**config.mk**
```make
export PLATFORM = sky130hd
export DESIGN_NAME = multi_led_blink_controller_flat
export DESIGN_NICKNAME = d
export VERILOG_FILES = /design/src/hw/rtl/mlb_pkg.sv /design/src/hw/rtl/mlb_req_if.sv /design/src/hw/rtl/mlb_rsp_if.sv /design/src/hw/rtl/mlb_state_mem.sv /design/src/hw/rtl/mlb_duty_calc.sv /design/src/hw/rtl/multi_led_blink_controller.sv /design/src/flat_wrapper.sv
export VERILOG_INCLUDE_DIRS = /design/src /design/src/hw/rtl
export SDC_FILE = /design/constraint.sdc
export NUM_CORES = 2
export LEC_CHECK = 0
export BUFFER_PORTS_ARGS = -buffer_cell sky130_fd_sc_hd__buf_4
export CAP_MARGIN = 30
export CORE_UTILIZATION = 58
export DETAILED_ROUTE_END_ITERATION = 12
export PLACE_DENSITY = 0.86
export SLEW_MARGIN = 20
export SYNTH_ARGS = -nofsm -noshare
export SYNTH_HDL_FRONTEND = slang
export SYNTH_SLANG_ARGS = --single-unit
```
**constraint.sdc**
```tcl
create_clock -name clk -period 8.3 [get_ports clk]
set_clock_uncertainty 0.2 [all_clocks]
set_input_delay 0.415 -clock clk [delete_from_list [all_inputs] [get_ports clk]]
set_output_delay 0.415 -clock clk [all_outputs]
set_load 0.05 [all_outputs]
```
**src/hw/rtl/multi_led_blink_controller_macros.svh**
```systemverilog
// Assertion helpers for the LED blink controller.
// Both expect clk and arst_n in the scope where they are used.
`ifndef MULTI_LED_BLINK_CONTROLLER_MACROS_SVH
`define MULTI_LED_BLINK_CONTROLLER_MACROS_SVH

// Property must hold on every clock edge out of reset.
`define MLB_ASSERT_HOLDS(lbl, prop, msg) \
	lbl: assert property (@(posedge clk) disable iff (!arst_n) prop) else $error(msg);

// Expression must never be true on a clock edge out of reset.
`define MLB_ASSERT_NEVER(lbl, expr, msg) \
	lbl: assert property (@(posedge clk) disable iff (!arst_n) !(expr)) else $error(msg);

`endif

```
**src/hw/rtl/mlb_pkg.sv**
```systemverilog
`timescale 1ns / 1ps
// ----------------------------------------------------------------------------
// mlb_pkg
// Shared types and constants of the multi-channel LED blink controller.
// ----------------------------------------------------------------------------
package mlb_pkg;

	localparam int REQ_W    = 2;
	localparam int CHAN_W   = 3;
	localparam int COUNT_W  = 8;
	localparam int DUTY_W   = 7;
	localparam int PERIOD_W = 16;
	localparam int MASK_W   = 7;
	localparam int TICK_W   = 10;
	localparam int HALVES_W = 9;
	localparam int PROD_W   = PERIOD_W + DUTY_W;

	localparam logic [TICK_W-1:0] TICK_RESET = 10'd5;
	localparam logic [DUTY_W-1:0] DUTY_MAX   = 7'd100;

	// floor(x / 100) == (x * DIV_RECIP) >> DIV_SHIFT for every x below 2**23
	localparam int                DIV_SHIFT = 30;
	localparam int                RECIP_W   = 24;
	localparam logic [RECIP_W-1:0] DIV_RECIP = 24'd10737419;

	typedef enum logic [REQ_W-1:0] {
		REQ_TICK  = 2'd0,
		REQ_BLINK = 2'd1,
		REQ_ON    = 2'd2,
		REQ_OFF   = 2'd3
	} mlb_req_t;

	// One channel's entry in the state memory.
	typedef struct packed {
		logic [PERIOD_W-1:0] time_left;
		logic [HALVES_W-1:0] halves_left;
		logic [PERIOD_W-1:0] on_time;
		logic [PERIOD_W-1:0] off_time;
	} mlb_entry_t;

endpackage

```
**src/hw/rtl/mlb_req_if.sv**
```systemverilog
`timescale 1ns / 1ps
// ----------------------------------------------------------------------------
// mlb_req_if
// Request channel: tick, start blink, force on, force off.
// ----------------------------------------------------------------------------
interface mlb_req_if import mlb_pkg::*; ();
	logic                valid;
	logic                ready;
	logic [REQ_W-1:0]    req_type;
	logic [CHAN_W-1:0]   channel;
	logic [COUNT_W-1:0]  flash_count;
	logic [DUTY_W-1:0]   duty_percent;
	logic [PERIOD_W-1:0] period_ms;

	modport source (
		output valid, req_type, channel, flash_count, duty_percent, period_ms,
		input  ready
	);
	modport sink (
		input  valid, req_type, channel, flash_count, duty_percent, period_ms,
		output ready
	);
endinterface

```
**src/hw/rtl/mlb_rsp_if.sv**
```systemverilog
`timescale 1ns / 1ps
// ----------------------------------------------------------------------------
// mlb_rsp_if
// Result channel: lit and blinking masks after each request.
// ----------------------------------------------------------------------------
interface mlb_rsp_if import mlb_pkg::*; ();
	logic              valid;
	logic              ready;
	logic [MASK_W-1:0] lit_mask;
	logic [MASK_W-1:0] blinking_mask;

	modport source (
		output valid, lit_mask, blinking_mask,
		input  ready
	);
	modport sink (
		input  valid, lit_mask, blinking_mask,
		output ready
	);
endinterface

```
**src/hw/rtl/mlb_state_mem.sv**
```systemverilog
`timescale 1ns / 1ps
// ----------------------------------------------------------------------------
// mlb_state_mem
// Per-channel state memory, one write and one read port, registered read.
// Entries never written read back as zero.
// ----------------------------------------------------------------------------
module mlb_state_mem import mlb_pkg::*; #(
	parameter int DEPTH = 7,
	parameter int AW    = 3
) (
	input  logic          clk,
	input  logic          arst_n,
	input  logic          rd_en,
	input  logic [AW-1:0] rd_addr,
	output mlb_entry_t    rd_data,
	input  logic          wr_en,
	input  logic [AW-1:0] wr_addr,
	input  mlb_entry_t    wr_data
);

	mlb_entry_t       mem_q [DEPTH];
	mlb_entry_t       rd_data_q;
	logic [DEPTH-1:0] vld_q;
	logic             rd_vld_q;

	always_ff @(posedge clk) begin
		if (wr_en) begin
			mem_q[wr_addr] <= wr_data;
		end
		if (rd_en) begin
			rd_data_q <= mem_q[rd_addr];
		end
	end

	always_ff @(posedge clk or negedge arst_n) begin
		if (!arst_n) begin
			vld_q    <= '0;
			rd_vld_q <= 1'b0;
		end else begin
			if (wr_en) begin
				vld_q[wr_addr] <= 1'b1;
			end
			if (rd_en) begin
				rd_vld_q <= vld_q[rd_addr];
			end
		end
	end

	assign rd_data = rd_vld_q ? rd_data_q : '0;

endmodule

```
**src/hw/rtl/mlb_duty_calc.sv**
```systemverilog
`timescale 1ns / 1ps
// ----------------------------------------------------------------------------
// mlb_duty_calc
// Two-stage on/off time split: period * duty, then divide by 100 through a
// reciprocal multiply. Both results come from the second-stage registers.
// ----------------------------------------------------------------------------
module mlb_duty_calc import mlb_pkg::*; (
	input  logic                clk,
	input  logic                load,
	input  logic [PERIOD_W-1:0] period_ms,
	input  logic [DUTY_W-1:0]   duty_percent,
	output logic [PERIOD_W-1:0] on_time,
	output logic [PERIOD_W-1:0] off_time
);

	localparam int FULL_W = PROD_W + RECIP_W;

	logic [DUTY_W-1:0]   duty_sat;
	logic [PROD_W-1:0]   prod_s1;
	logic [PERIOD_W-1:0] period_s1;
	logic [FULL_W-1:0]   full;
	logic [PERIOD_W-1:0] on_val;
	logic [PERIOD_W-1:0] on_s2;
	logic [PERIOD_W-1:0] off_s2;

	assign duty_sat = (duty_percent > DUTY_MAX) ? DUTY_MAX : duty_percent;

	always_ff @(posedge clk) begin
		if (load) begin
			prod_s1   <= PROD_W'(period_ms) * PROD_W'(duty_sat);
			period_s1 <= period_ms;
		end
	end

	// quotient never exceeds the period, so 16 bits hold it
	assign full   = FULL_W'(prod_s1) * FULL_W'(DIV_RECIP);
	assign on_val = full[DIV_SHIFT +: PERIOD_W];

	always_ff @(posedge clk) begin
		on_s2  <= on_val;
		off_s2 <= period_s1 - on_val;
	end

	assign on_time  = on_s2;
	assign off_time = off_s2;

endmodule

```
**src/hw/rtl/multi_led_blink_controller.sv**
```systemverilog
`timescale 1ns / 1ps
// ----------------------------------------------------------------------------
// multi_led_blink_controller
// Per-channel LED blink engine with timing state held in a memory.
//
//   channel   | dir | handshake   | beat
//   ----------+-----+-------------+--------------------------------------
//   req       | in  | valid/ready | req_type, channel, count, duty, period
//   rsp       | out | valid/ready | lit_mask, blinking_mask
//   tick_ms   | in  | write only  | tick_ms_wdata on tick_ms_we
//
// A tick sweeps the state memory one channel a cycle, each write-back in the
// cycle after its read. Start blink passes the two multiply stages, then the
// write-back; force on/off and ignored channels go straight to the result.
// Reset clears light and mode bits and the memory valid bits at once.
// A result waits in the output register; the next request is taken
// meanwhile and its result holds until the slot frees.
// ----------------------------------------------------------------------------
`include "multi_led_blink_controller_macros.svh"

module multi_led_blink_controller import mlb_pkg::*; #(
	parameter int CHANNELS = 7
) (
	input  logic              clk,
	input  logic              arst_n,
	input  logic              tick_ms_we,
	input  logic [TICK_W-1:0] tick_ms_wdata,
	mlb_req_if.sink           req,
	mlb_rsp_if.source         rsp
);

	localparam int AW = (CHANNELS > 1) ? $clog2(CHANNELS) : 1;
	localparam int CW = $clog2(CHANNELS + 1);
	localparam logic [CW-1:0] LAST_CNT = CW'(CHANNELS);
	localparam logic [5:0]    CH_LIM   = 6'(CHANNELS);

	typedef enum logic [2:0] {
		S_IDLE,
		S_TICK,
		S_MUL,
		S_BWR,
		S_EMIT
	} state_t;

	state_t              state_q;
	logic [TICK_W-1:0]   tick_ms_q;
	logic [CHANNELS-1:0] lit_q;
	logic [CHANNELS-1:0] lim_q;
	logic [CHANNELS-1:0] unl_q;
	logic [CW-1:0]       rc_q;
	logic                v_s1;
	logic [AW-1:0]       a_s1;
	logic [AW-1:0]       ch_q;
	logic [COUNT_W-1:0]  n_q;
	logic                out_valid_q;
	logic [MASK_W-1:0]   lit_mask_q;
	logic [MASK_W-1:0]   blink_mask_q;

	logic                accept;
	logic                emit_fire;
	mlb_req_t            req_code;
	logic                ch_ok;
	logic [AW-1:0]       ch_addr;
	logic [MASK_W-1:0]   lit_mask;
	logic [MASK_W-1:0]   blink_mask;

	logic                mem_rd_en;
	logic [AW-1:0]       mem_rd_addr;
	mlb_entry_t          mem_rd;
	logic                mem_wr_en;
	logic [AW-1:0]       mem_wr_addr;
	mlb_entry_t          mem_wr;

	logic [PERIOD_W-1:0] on_time;
	logic [PERIOD_W-1:0] off_time;

	mlb_entry_t          tk_entry;
	logic                tk_lit;
	logic                tk_lim;
	logic                tk_unl;
	logic                cur_lit;
	logic                cur_lim;
	logic                cur_unl;

	assign accept   = req.valid && req.ready;
	assign req.ready = (state_q == S_IDLE);
	assign req_code = mlb_req_t'(req.req_type);
	assign ch_ok    = ({3'b000, req.channel} < CH_LIM);
	assign ch_addr  = AW'(req.channel);
	// load the output register once it is empty or being drained
	assign emit_fire = (state_q == S_EMIT) && (!out_valid_q || rsp.ready);

	// masks show only the first seven channels
	for (genvar g = 0; g < MASK_W; g++) begin : g_mask
		if (g < CHANNELS) begin : g_on
			assign lit_mask[g]   = lit_q[g];
			assign blink_mask[g] = lim_q[g] | unl_q[g];
		end else begin : g_off
			assign lit_mask[g]   = 1'b0;
			assign blink_mask[g] = 1'b0;
		end
	end

	mlb_state_mem #(
		.DEPTH (CHANNELS),
		.AW    (AW)
	) u_mem (
		.clk     (clk),
		.arst_n  (arst_n),
		.rd_en   (mem_rd_en),
		.rd_addr (mem_rd_addr),
		.rd_data (mem_rd),
		.wr_en   (mem_wr_en),
		.wr_addr (mem_wr_addr),
		.wr_data (mem_wr)
	);

	mlb_duty_calc u_duty (
		.clk          (clk),
		.load         (accept && (req_code == REQ_BLINK)),
		.period_ms    (req.period_ms),
		.duty_percent (req.duty_percent),
		.on_time      (on_time),
		.off_time     (off_time)
	);

	// tick update of the channel whose entry just came out of memory
	assign cur_lit = lit_q[a_s1];
	assign cur_lim = lim_q[a_s1];
	assign cur_unl = unl_q[a_s1];

	always_comb begin
		tk_entry = mem_rd;
		tk_lit   = cur_lit;
		tk_lim   = cur_lim;
		tk_unl   = cur_unl;
		if (cur_lim && (mem_rd.halves_left == '0)) begin
			// limited blink used up: go dark and idle
			tk_lit = 1'b0;
			tk_lim = 1'b0;
		end else if (cur_lim || cur_unl) begin
			if (mem_rd.time_left != '0) begin
				if (mem_rd.time_left >= PERIOD_W'(tick_ms_q)) begin
					tk_entry.time_left = mem_rd.time_left - PERIOD_W'(tick_ms_q);
				end else begin
					tk_entry.time_left = '0;
				end
			end else begin
				// phase over: flip and reload the time of the new phase
				tk_lit             = !cur_lit;
				tk_entry.time_left = cur_lit ? mem_rd.off_time : mem_rd.on_time;
				if (cur_lim) begin
					tk_entry.halves_left = mem_rd.halves_left - 1'b1;
				end
			end
		end
	end

	always_comb begin
		mem_rd_en   = 1'b0;
		mem_rd_addr = '0;
		mem_wr_en   = 1'b0;
		mem_wr_addr = a_s1;
		mem_wr      = tk_entry;
		if (accept && (req_code == REQ_TICK)) begin
			mem_rd_en = 1'b1;
		end else if (accept && (req_code == REQ_BLINK) && ch_ok) begin
			mem_rd_en   = 1'b1;
			mem_rd_addr = ch_addr;
		end else if ((state_q == S_TICK) && (rc_q != LAST_CNT)) begin
			mem_rd_en   = 1'b1;
			mem_rd_addr = rc_q[AW-1:0];
		end
		if ((state_q == S_TICK) && v_s1) begin
			mem_wr_en = 1'b1;
		end else if (state_q == S_BWR) begin
			// keep the running phase time, restart counts and times
			mem_wr_en             = 1'b1;
			mem_wr_addr           = ch_q;
			mem_wr.time_left      = mem_rd.time_left;
			mem_wr.halves_left    = {n_q, 1'b0};
			mem_wr.on_time        = on_time;
			mem_wr.off_time       = off_time;
		end
	end

	always_ff @(posedge clk) begin
		if (accept) begin
			ch_q <= ch_addr;
			n_q  <= req.flash_count;
		end
		if (mem_rd_en) begin
			a_s1 <= mem_rd_addr;
		end
	end

	always_ff @(posedge clk or negedge arst_n) begin
		if (!arst_n) begin
			state_q      <= S_IDLE;
			tick_ms_q    <= TICK_RESET;
			lit_q        <= '0;
			lim_q        <= '0;
			unl_q        <= '0;
			rc_q         <= '0;
			v_s1         <= 1'b0;
			out_valid_q  <= 1'b0;
			lit_mask_q   <= '0;
			blink_mask_q <= '0;
		end else begin
			if (tick_ms_we) begin
				tick_ms_q <= tick_ms_wdata;
			end
			if (emit_fire) begin
				out_valid_q <= 1'b1;
			end else if (rsp.ready) begin
				out_valid_q <= 1'b0;
			end
			case (state_q)
				S_IDLE: begin
					if (accept) begin
						case (req_code)
							REQ_TICK: begin
								rc_q    <= CW'(1);
								v_s1    <= 1'b1;
								state_q <= S_TICK;
							end
							REQ_BLINK: begin
								state_q <= ch_ok ? S_MUL : S_EMIT;
							end
							REQ_ON: begin
								if (ch_ok) begin
									lit_q[ch_addr] <= 1'b1;
								end
								state_q <= S_EMIT;
							end
							REQ_OFF: begin
								if (ch_ok) begin
									lit_q[ch_addr] <= 1'b0;
								end
								state_q <= S_EMIT;
							end
							default: begin
								state_q <= S_EMIT;
							end
						endcase
					end
				end
				S_TICK: begin
					if (v_s1) begin
						lit_q[a_s1] <= tk_lit;
						lim_q[a_s1] <= tk_lim;
						unl_q[a_s1] <= tk_unl;
					end
					if (rc_q != LAST_CNT) begin
						rc_q <= rc_q + 1'b1;
						v_s1 <= 1'b1;
					end else begin
						v_s1    <= 1'b0;
						state_q <= S_EMIT;
					end
				end
				S_MUL: begin
					state_q <= S_BWR;
				end
				S_BWR: begin
					lim_q[ch_q] <= (n_q != '0);
					unl_q[ch_q] <= (n_q == '0);
					state_q     <= S_EMIT;
				end
				S_EMIT: begin
					// hold until the output register is free
					if (emit_fire) begin
						lit_mask_q   <= lit_mask;
						blink_mask_q <= blink_mask;
						state_q      <= S_IDLE;
					end
				end
				default: begin
					state_q <= S_IDLE;
				end
			endcase
		end
	end

	assign rsp.valid         = out_valid_q;
	assign rsp.lit_mask      = lit_mask_q;
	assign rsp.blinking_mask = blink_mask_q;

	`MLB_ASSERT_NEVER(a_mode_excl, |(lim_q & unl_q), "channel both limited and unlimited")
	`MLB_ASSERT_HOLDS(a_idle_no_sweep, (state_q == S_IDLE) |-> !v_s1, "sweep left in flight")
	`MLB_ASSERT_NEVER(a_rw_clash, mem_rd_en && mem_wr_en && (mem_rd_addr == mem_wr_addr), "read and write hit the same entry")
	`MLB_ASSERT_HOLDS(a_bwr_order, (state_q == S_BWR) |-> ($past(state_q) == S_MUL), "write-back without multiply stage")

endmodule
```
**src/flat_wrapper.sv**
```systemverilog
// flat-port wrapper written by rule: the top's interface ports become plain ports
module multi_led_blink_controller_flat import mlb_pkg::*;
#(
	parameter int CHANNELS = 7
)
  (clk, arst_n, tick_ms_we, tick_ms_wdata, req_valid, req_req_type, req_channel, req_flash_count, req_duty_percent, req_period_ms, req_ready, rsp_valid, rsp_lit_mask, rsp_blinking_mask, rsp_ready);
  mlb_req_if req_i ();
  mlb_rsp_if rsp_i ();
  input  logic clk;
  input  logic arst_n;
  input  logic tick_ms_we;
  input  logic [TICK_W-1:0] tick_ms_wdata;
  input wire logic [$bits(req_i.valid)-1:0] req_valid;
  input wire logic [$bits(req_i.req_type)-1:0] req_req_type;
  input wire logic [$bits(req_i.channel)-1:0] req_channel;
  input wire logic [$bits(req_i.flash_count)-1:0] req_flash_count;
  input wire logic [$bits(req_i.duty_percent)-1:0] req_duty_percent;
  input wire logic [$bits(req_i.period_ms)-1:0] req_period_ms;
  output wire logic [$bits(req_i.ready)-1:0] req_ready;
  output wire logic [$bits(rsp_i.valid)-1:0] rsp_valid;
  output wire logic [$bits(rsp_i.lit_mask)-1:0] rsp_lit_mask;
  output wire logic [$bits(rsp_i.blinking_mask)-1:0] rsp_blinking_mask;
  input wire logic [$bits(rsp_i.ready)-1:0] rsp_ready;
  assign req_i.valid = req_valid;
  assign req_i.req_type = req_req_type;
  assign req_i.channel = req_channel;
  assign req_i.flash_count = req_flash_count;
  assign req_i.duty_percent = req_duty_percent;
  assign req_i.period_ms = req_period_ms;
  assign req_ready = req_i.ready;
  assign rsp_valid = rsp_i.valid;
  assign rsp_lit_mask = rsp_i.lit_mask;
  assign rsp_blinking_mask = rsp_i.blinking_mask;
  assign rsp_i.ready = rsp_ready;
  multi_led_blink_controller #(.CHANNELS(CHANNELS)) u_core (.clk(clk), .arst_n(arst_n), .tick_ms_we(tick_ms_we), .tick_ms_wdata(tick_ms_wdata), .req(req_i), .rsp(rsp_i));
endmodule
```
# Word-level counts from Yosys, hierarchy flattened
# Memory sizes are Yosys's and may differ from the RTL's. A register that Yosys moved wholly into a read port is not among the register bits.
# Cells that the tools add are included.
[classes]
n_div = 0
addsub = 4
shifts = 0
n_lt_le_gt_ge = 12
eq_ne = 17
n_mux = 74
n_bitwise = 11
n_mul = 2
reduce_logical = 32
[op_table]
columns = ["op", "count"]
rows = [
  ["$mux W57", 3],
  ["$pmux W7 S2", 4],
  ["$mux W25", 2],
  ["$mux W7", 7],
  ["$mux W16", 3],
  ["$mul A23 B24 Y46 const B", 1],
  ["$mux W3", 12],
  ["$bwmux W7", 5],
  ["$mux W1", 24],
  ["$mul A16 B7 Y23", 1],
  ["$lt A3 B4 Y1 const B", 5],
  ["$mux W9", 2],
  ["$ge A16 B10 Y1", 1],
  ["$reduce_bool A16 Y1", 1],
  ["$sub A16 B10 Y16", 1],
  ["$sub A16 B16 Y16", 1],
  ["$pmux W3 S5", 1],
  ["$or A7 B7 Y7", 2],
  ["$bmux W1 S3", 4],
  ["$demux W1 S3", 4],
  ["$ge A3 B1 Y1 const B", 4],
  ["$logic_and A1 B1 Y1", 12],
  ["$ne A3 B3 Y1 const B", 4],
  ["$logic_not A9 Y1", 1],
  ["other kinds (29)", 47],
]
[word_totals]
memories = 1
word_cells = 172
latchBits = 0
ram_bits = 399
input_bits = 51
output_inout_bits = 16
register_bits = 146
romBits = 0
[memory_table]
columns = ["memory", "depth", "word_bits", "read_ports", "rd_ports_with_merged_regs", "wr", "line_no", "text"]
rows = [
  ["u_core.u_mem.mem_q", 7, 57, 1, 1, 1, "mlb_state_mem.sv:21", "mlb_entry_t mem_q [DEPTH];"],
]

# Longest topological paths before layout
[depth]
word_depth = 10
ltp_mapped = 37
mapped_depth_nobuf = 37

# Cells and area by module
# Synthesis repeated with hierarchy kept, for this count alone.
[unflattened]
cells_unflattened = 3083
area_unflattened_um2 = 38221.7
[modules_own_cells]
columns = ["module", "n_inst", "area_each_um2", "cells_per_inst"]
rows = [
  ["mlb_state_mem", 1, 17675.7, 877],
  ["mlb_duty_calc", 1, 15268.4, 1536],
  ["multi_led_blink_controller", 1, 5277.6, 670],
]

# Worst setup path before layout
# No wires, ideal clock.
[synth_path]
kind = "register to register"
start = "register u_core.u_duty.prod_s1[6]"
end = "register u_core.u_duty.off_s2[15], in the netlist u_core.u_duty.off_time[15]"
t_arrival_ns = 8.565
slack_ns = -0.592
stages_incl_launch_ff = 36
path_cell_list = "edfxtp_1 fa_1 fa_1 inv_1 fa_1 fa_1 inv_1 fa_1 fa_1 inv_1 fa_1 inv_1 ha_1 a21oi_1 o21ai_0 a2111oi_0 nand3_1 nand3_1 nand2b_1 a21oi_1 xnor2_1 inv_1 ha_1 o21a_1 o31a_1 o21ai_1 a2111oi_0 a221o_1 a211oi_1 o21a_1 o2111a_1 o41ai_2 a21oi_1 a211oi_2 o2111a_1 nor3_1"
[synth_between]
elab_chain_len = 2
[synth_lines]
columns = ["element", "line_no", "text"]
rows = [
  ["from (decl)", "mlb_duty_calc.sv:19", "logic [PROD_W-1:0] prod_s1;"],
  ["from (signal assigned)", "mlb_duty_calc.sv:30", "prod_s1 <= PROD_W'(period_ms) * PROD_W'(duty_sat);"],
  ["$mul A23 B24 Y46", "mlb_duty_calc.sv:36", "assign full = FULL_W'(prod_s1) * FULL_W'(DIV_RECIP);"],
  ["via u_core.u_duty.full[33]", "mlb_duty_calc.sv:21", "logic [FULL_W-1:0] full;"],
  ["$sub A16 B16 Y16", "mlb_duty_calc.sv:41", "off_s2 <= period_s1 - on_val;"],
  ["to (signal assigned)", "mlb_duty_calc.sv:41", ""],
  ["to (decl)", "mlb_duty_calc.sv:24", "logic [PERIOD_W-1:0] off_s2;"],
]
# The timed path passes the listed nets, and every way through them passes these cells.
# A chain may end at the register's enable or synchronous reset.

# Worst setup path in the final report
[layout_path]
start = "register u_core.u_duty.prod_s1[2]"
end = "register u_core.u_duty.off_s2[14], in the netlist u_core.u_duty.off_time[14]"
# The elaborated chain is that of the path after synthesis.

==> run_results.csv <==
group,metric,value,unit
status,status,"finished, violations left",
status,violations,"negative setup slack",
setup_path,critPathRequiredTime,8.64,ns
grt,use_met1,36.0,%
synthesis,yosysUniqueCellTypes,86,
layout,fin_util,68.4,%
placement,post-dp-hpwl,64400,um
setup_path,arrival,9.31,ns
setup_path,crit_top_cell,"fa_1",
setup_path,path_max_fanout,4,
drt,viasPerCell,6.04,
clock_tree,clock_path_buffers,3,
setup_path,ff2ff_setup_slack,-0.67,ns
layout,drive_gt1_share,13.9,%
timing,fin_crit,8.97,ns
layout,multi_input_area,18500,um^2
setup_path,worstSetupPathType,"reg -> reg",
synthesis,synthCells,3438,
min_path,hp-class,"in -> reg",
floorplan,start_util,58.6,%
layout,antenna_cells,0,
grt,grt_pass1_vias,29064,
setup_path,crit_slowest_cell,"fa_1",
grt,grt.overflow.total,0,
job,maxCapViolations,0,
synthesis,yosys.area_share.simple,13.3,%
layout,seq_area,17500,um^2
clock_tree,insertion_delay,0.66,ns
synthesis,ys_ff_latch,602,
layout,area_growth,16.7,%
grt,track_usage,30.4,%
grt,antenna_found_initial,2,
setup_path,r2r-start,"u_core.u_duty.prod_s1[2]",
setup_path,worst_setup_path_start_kind,"flip-flop",
min_path,hold_path_depth,5,
min_path,holdPathEnd,"u_core.rc_q[1]",
clock_tree,cts.sinks,602,
synthesis,synth_ff_type,"edfxtp_1",
timing,whs,0.134,ns
grt,grt_max_degree,119,
layout,fillers,4149,
drt,drc_errors,0,
synthesis,syn-cell-area,37600,um^2
drt,postRouteWirelength,101000,um
timing,drv_slew,0,
grt,use_met2,53.1,%
drt,num_vias,28004,
timing,slew_headroom,28.3,%
synthesis,synth_top_family_by_area,"adder cells",
floorplan,die_w,257,um
clock_tree,htree_levels,2,
setup_path,worstRegToRegCells,36,
layout,layout_commonest_cell,"nand2_1",
grt,top_usage_layer,"met2",
synthesis,postSynthAreaPerCell,10.9,um^2
synthesis,synthXorXnorAreaFrac,1.46,%
placement,place_congestion,0.981,
drt,ant_nets,0,
layout,final_nets,4345,
synthesis,synth_edf_count,509,
setup_path,cp_top_family,"adder cells",
synthesis,synth-seq-area-share,46.4,%
min_path,min_from,"req_req_type[0]",
timing,rsz0062_at_grt,"true",
timing,worst_slew_pin_slew,1.07,ns
timing,worst_slack,-0.669,ns
timing,hold_viol,0,
synthesis,syn_nets,4052,
grt,grt_pass1_wl,156000,um
timing,max_freq,111,MHz
floorplan,core_area,64200,um^2
drt,avgRoutedWirePerCell,21.7,um
floorplan,num_rows,93,
drt,firstDrtPassIters,6,
clock_tree,clkTransAtPathRegs,0.06,ns
synthesis,muxShareOfSynthArea,1.06,%
clock_tree,cts_root_buf,"clkbuf_16",
timing,final-setup-viol-count,8,
synthesis,ys_warn_count,0,
grt,grtUsageMet3,4.58,%
floorplan,die_h,257,um
clock_tree,cts_tree,"built",
drt,drtIter0Drc,3319,
placement,port_buffers,66,
setup_path,max_stage_delay,0.50,ns
synthesis,synth-compound-area-share,8.30,%
synthesis,synthAdderAreaFrac,24.0,%
floorplan,io_pins,67,
setup_path,crit_buf_inv,8,
setup_path,r2r_end,"u_core.u_duty.off_time[14]",
clock_tree,cts_buffers,61,
setup_path,endpoint_kind,"flip-flop",
layout,layout_common_cells,"603 x nand2_1, 509 x edfxtp_1, 403 x inv_1",
synthesis,async_flop_share,10.1,%
timing,period_share,108,%
floorplan,die-area,65900,um^2
[synthesized netlist by cell type, types with 18 or more instances]
| cell | count | share of area (%) |
|---|---|---|
| nor3_1 | 24 | 0.32 |
| dfrtp_1 | 59 | 3.9 |
| a21oi_1 | 199 | 2.6 |
| edfxtp_1 | 509 | 41 |
| fa_1 | 264 | 14 |
| nor2_1 | 92 | 0.92 |
| nand3_1 | 239 | 3.2 |
| nand2b_1 | 29 | 0.48 |
| dfxtp_1 | 32 | 1.7 |
| mux2i_1 | 23 | 0.61 |
| a21o_1 | 19 | 0.38 |
| xnor2_1 | 43 | 1.0 |
| and2_1 | 43 | 0.72 |
| inv_1 | 416 | 4.2 |
| ha_1 | 299 | 9.9 |
| buf_1 | 24 | 0.24 |
| nand2_1 | 606 | 6.0 |
| o21a_1 | 18 | 0.36 |
| o21ai_0 | 129 | 1.7 |
| clkbuf_1 | 105 | 1.0 |
[final cells by class]
type / instances / share of cell area, %
clock buffers: 78 / 3.88
clock inverters: 38 / 1.31
inverters: 416 / 3.58
multi-input cells: 2287 / 42.2
flip-flops and latches: 602 / 39.8
well taps: 855 / 2.44
repair buffers: 363 / 6.84
[cell families after synthesis]
kind of cell             Yosys count
XOR/XNOR                          61
AO/OA/AOI/OAI                    503
adder cells (fa/ha/maj)          563
multiplexers                      36
AND/OR/NAND/NOR                 1124
buffers and inverters            549
flip-flops                       602
[worst max path at each step]
stage,startpoint,end,slack [ns],depth (start not counted)
floorplan,u_core.u_duty.prod_s1[6],u_core.u_duty.off_time[15],-0.31,34
global placement,u_core.u_duty.prod_s1[3],u_core.u_duty.off_time[15],-0.55,36
detailed placement,u_core.u_duty.prod_s1[3],u_core.u_duty.off_time[15],-0.77,35
CTS,u_core.u_duty.prod_s1[2],u_core.u_duty.off_time[15],-0.52,36
global route,u_core.u_duty.prod_s1[4],u_core.u_duty.off_time[15],-1.11,35
finish,u_core.u_duty.prod_s1[2],u_core.u_duty.off_time[14],-0.67,36
[layer usage]
layer | share of wire, % | vias to the layer above
li1 | - | 12340
met1 | 35 | 13499
met2 | 50 | 1770
met3 | 9.0 | 395
met4 | 5.9 | 0
met5 | 0 | -
[flip-flops by register name, indices dropped and copies added (netlist names), 7 cells and up, named ones only]
signal and cells:
u_core.u_mem.mem_q 399, u_core.u_mem.rd_data_q 57, u_core.u_duty.prod_s1 23, u_core.u_duty.off_time 16, u_core.u_duty.on_time 16, u_core.u_duty.period_s1 16, u_core.tick_ms_q 10, u_core.n_q 8
u_core.lim_q 7, u_core.rsp.blinking_mask 7, u_core.rsp.lit_mask 7, u_core.u_mem.vld_q 7, u_core.unl_q 7
[worst register-to-register path, delay by kind of cell, from the launching register on]
| kind | cells | cell delay [ns] |
|---|---|---|
| compound gates | 13 | 2.59 |
| xor+xnor | 1 | 0.26 |
| fa+ha+maj | 10 | 4.04 |
| buf+inv | 8 | 0.77 |
| flops | 1 | 0.46 |
| mux | 1 | 0.10 |
| simple gates | 3 | 0.45 |
[what timing repair did]
action                                 in CTS  in global routing
setup endpoints to repair                   9                 10
resized for setup                          24                 34
endpoints found under the hold margin     101                  0
pin swaps                                  41                 35
setup buffers                              38                  8
hold buffers                               61                  0
[per-stage QoR]
| stage | setup TNS, ns | instances | worst slack (ns) | instance area [um^2] |
|---|---|---|---|---|
| detailed placement | -3.27 | 4413 | -0.773 | 40300 |
| floorplan | -0.653 | 3438 | -0.310 | 37800 |
| finish | -2.86 | 4639 | -0.669 | 43900 |
| global route | -6.16 | 4639 | -1.11 | 43900 |
| global placement | -1.77 | 4411 | -0.548 | 40300 |
| CTS | -2.03 | 4627 | -0.521 | 43600 |
Power is left out: the tool's default activity adds up to more than one toggle a clock period on the data nets, which glitch-free logic cannot reach.
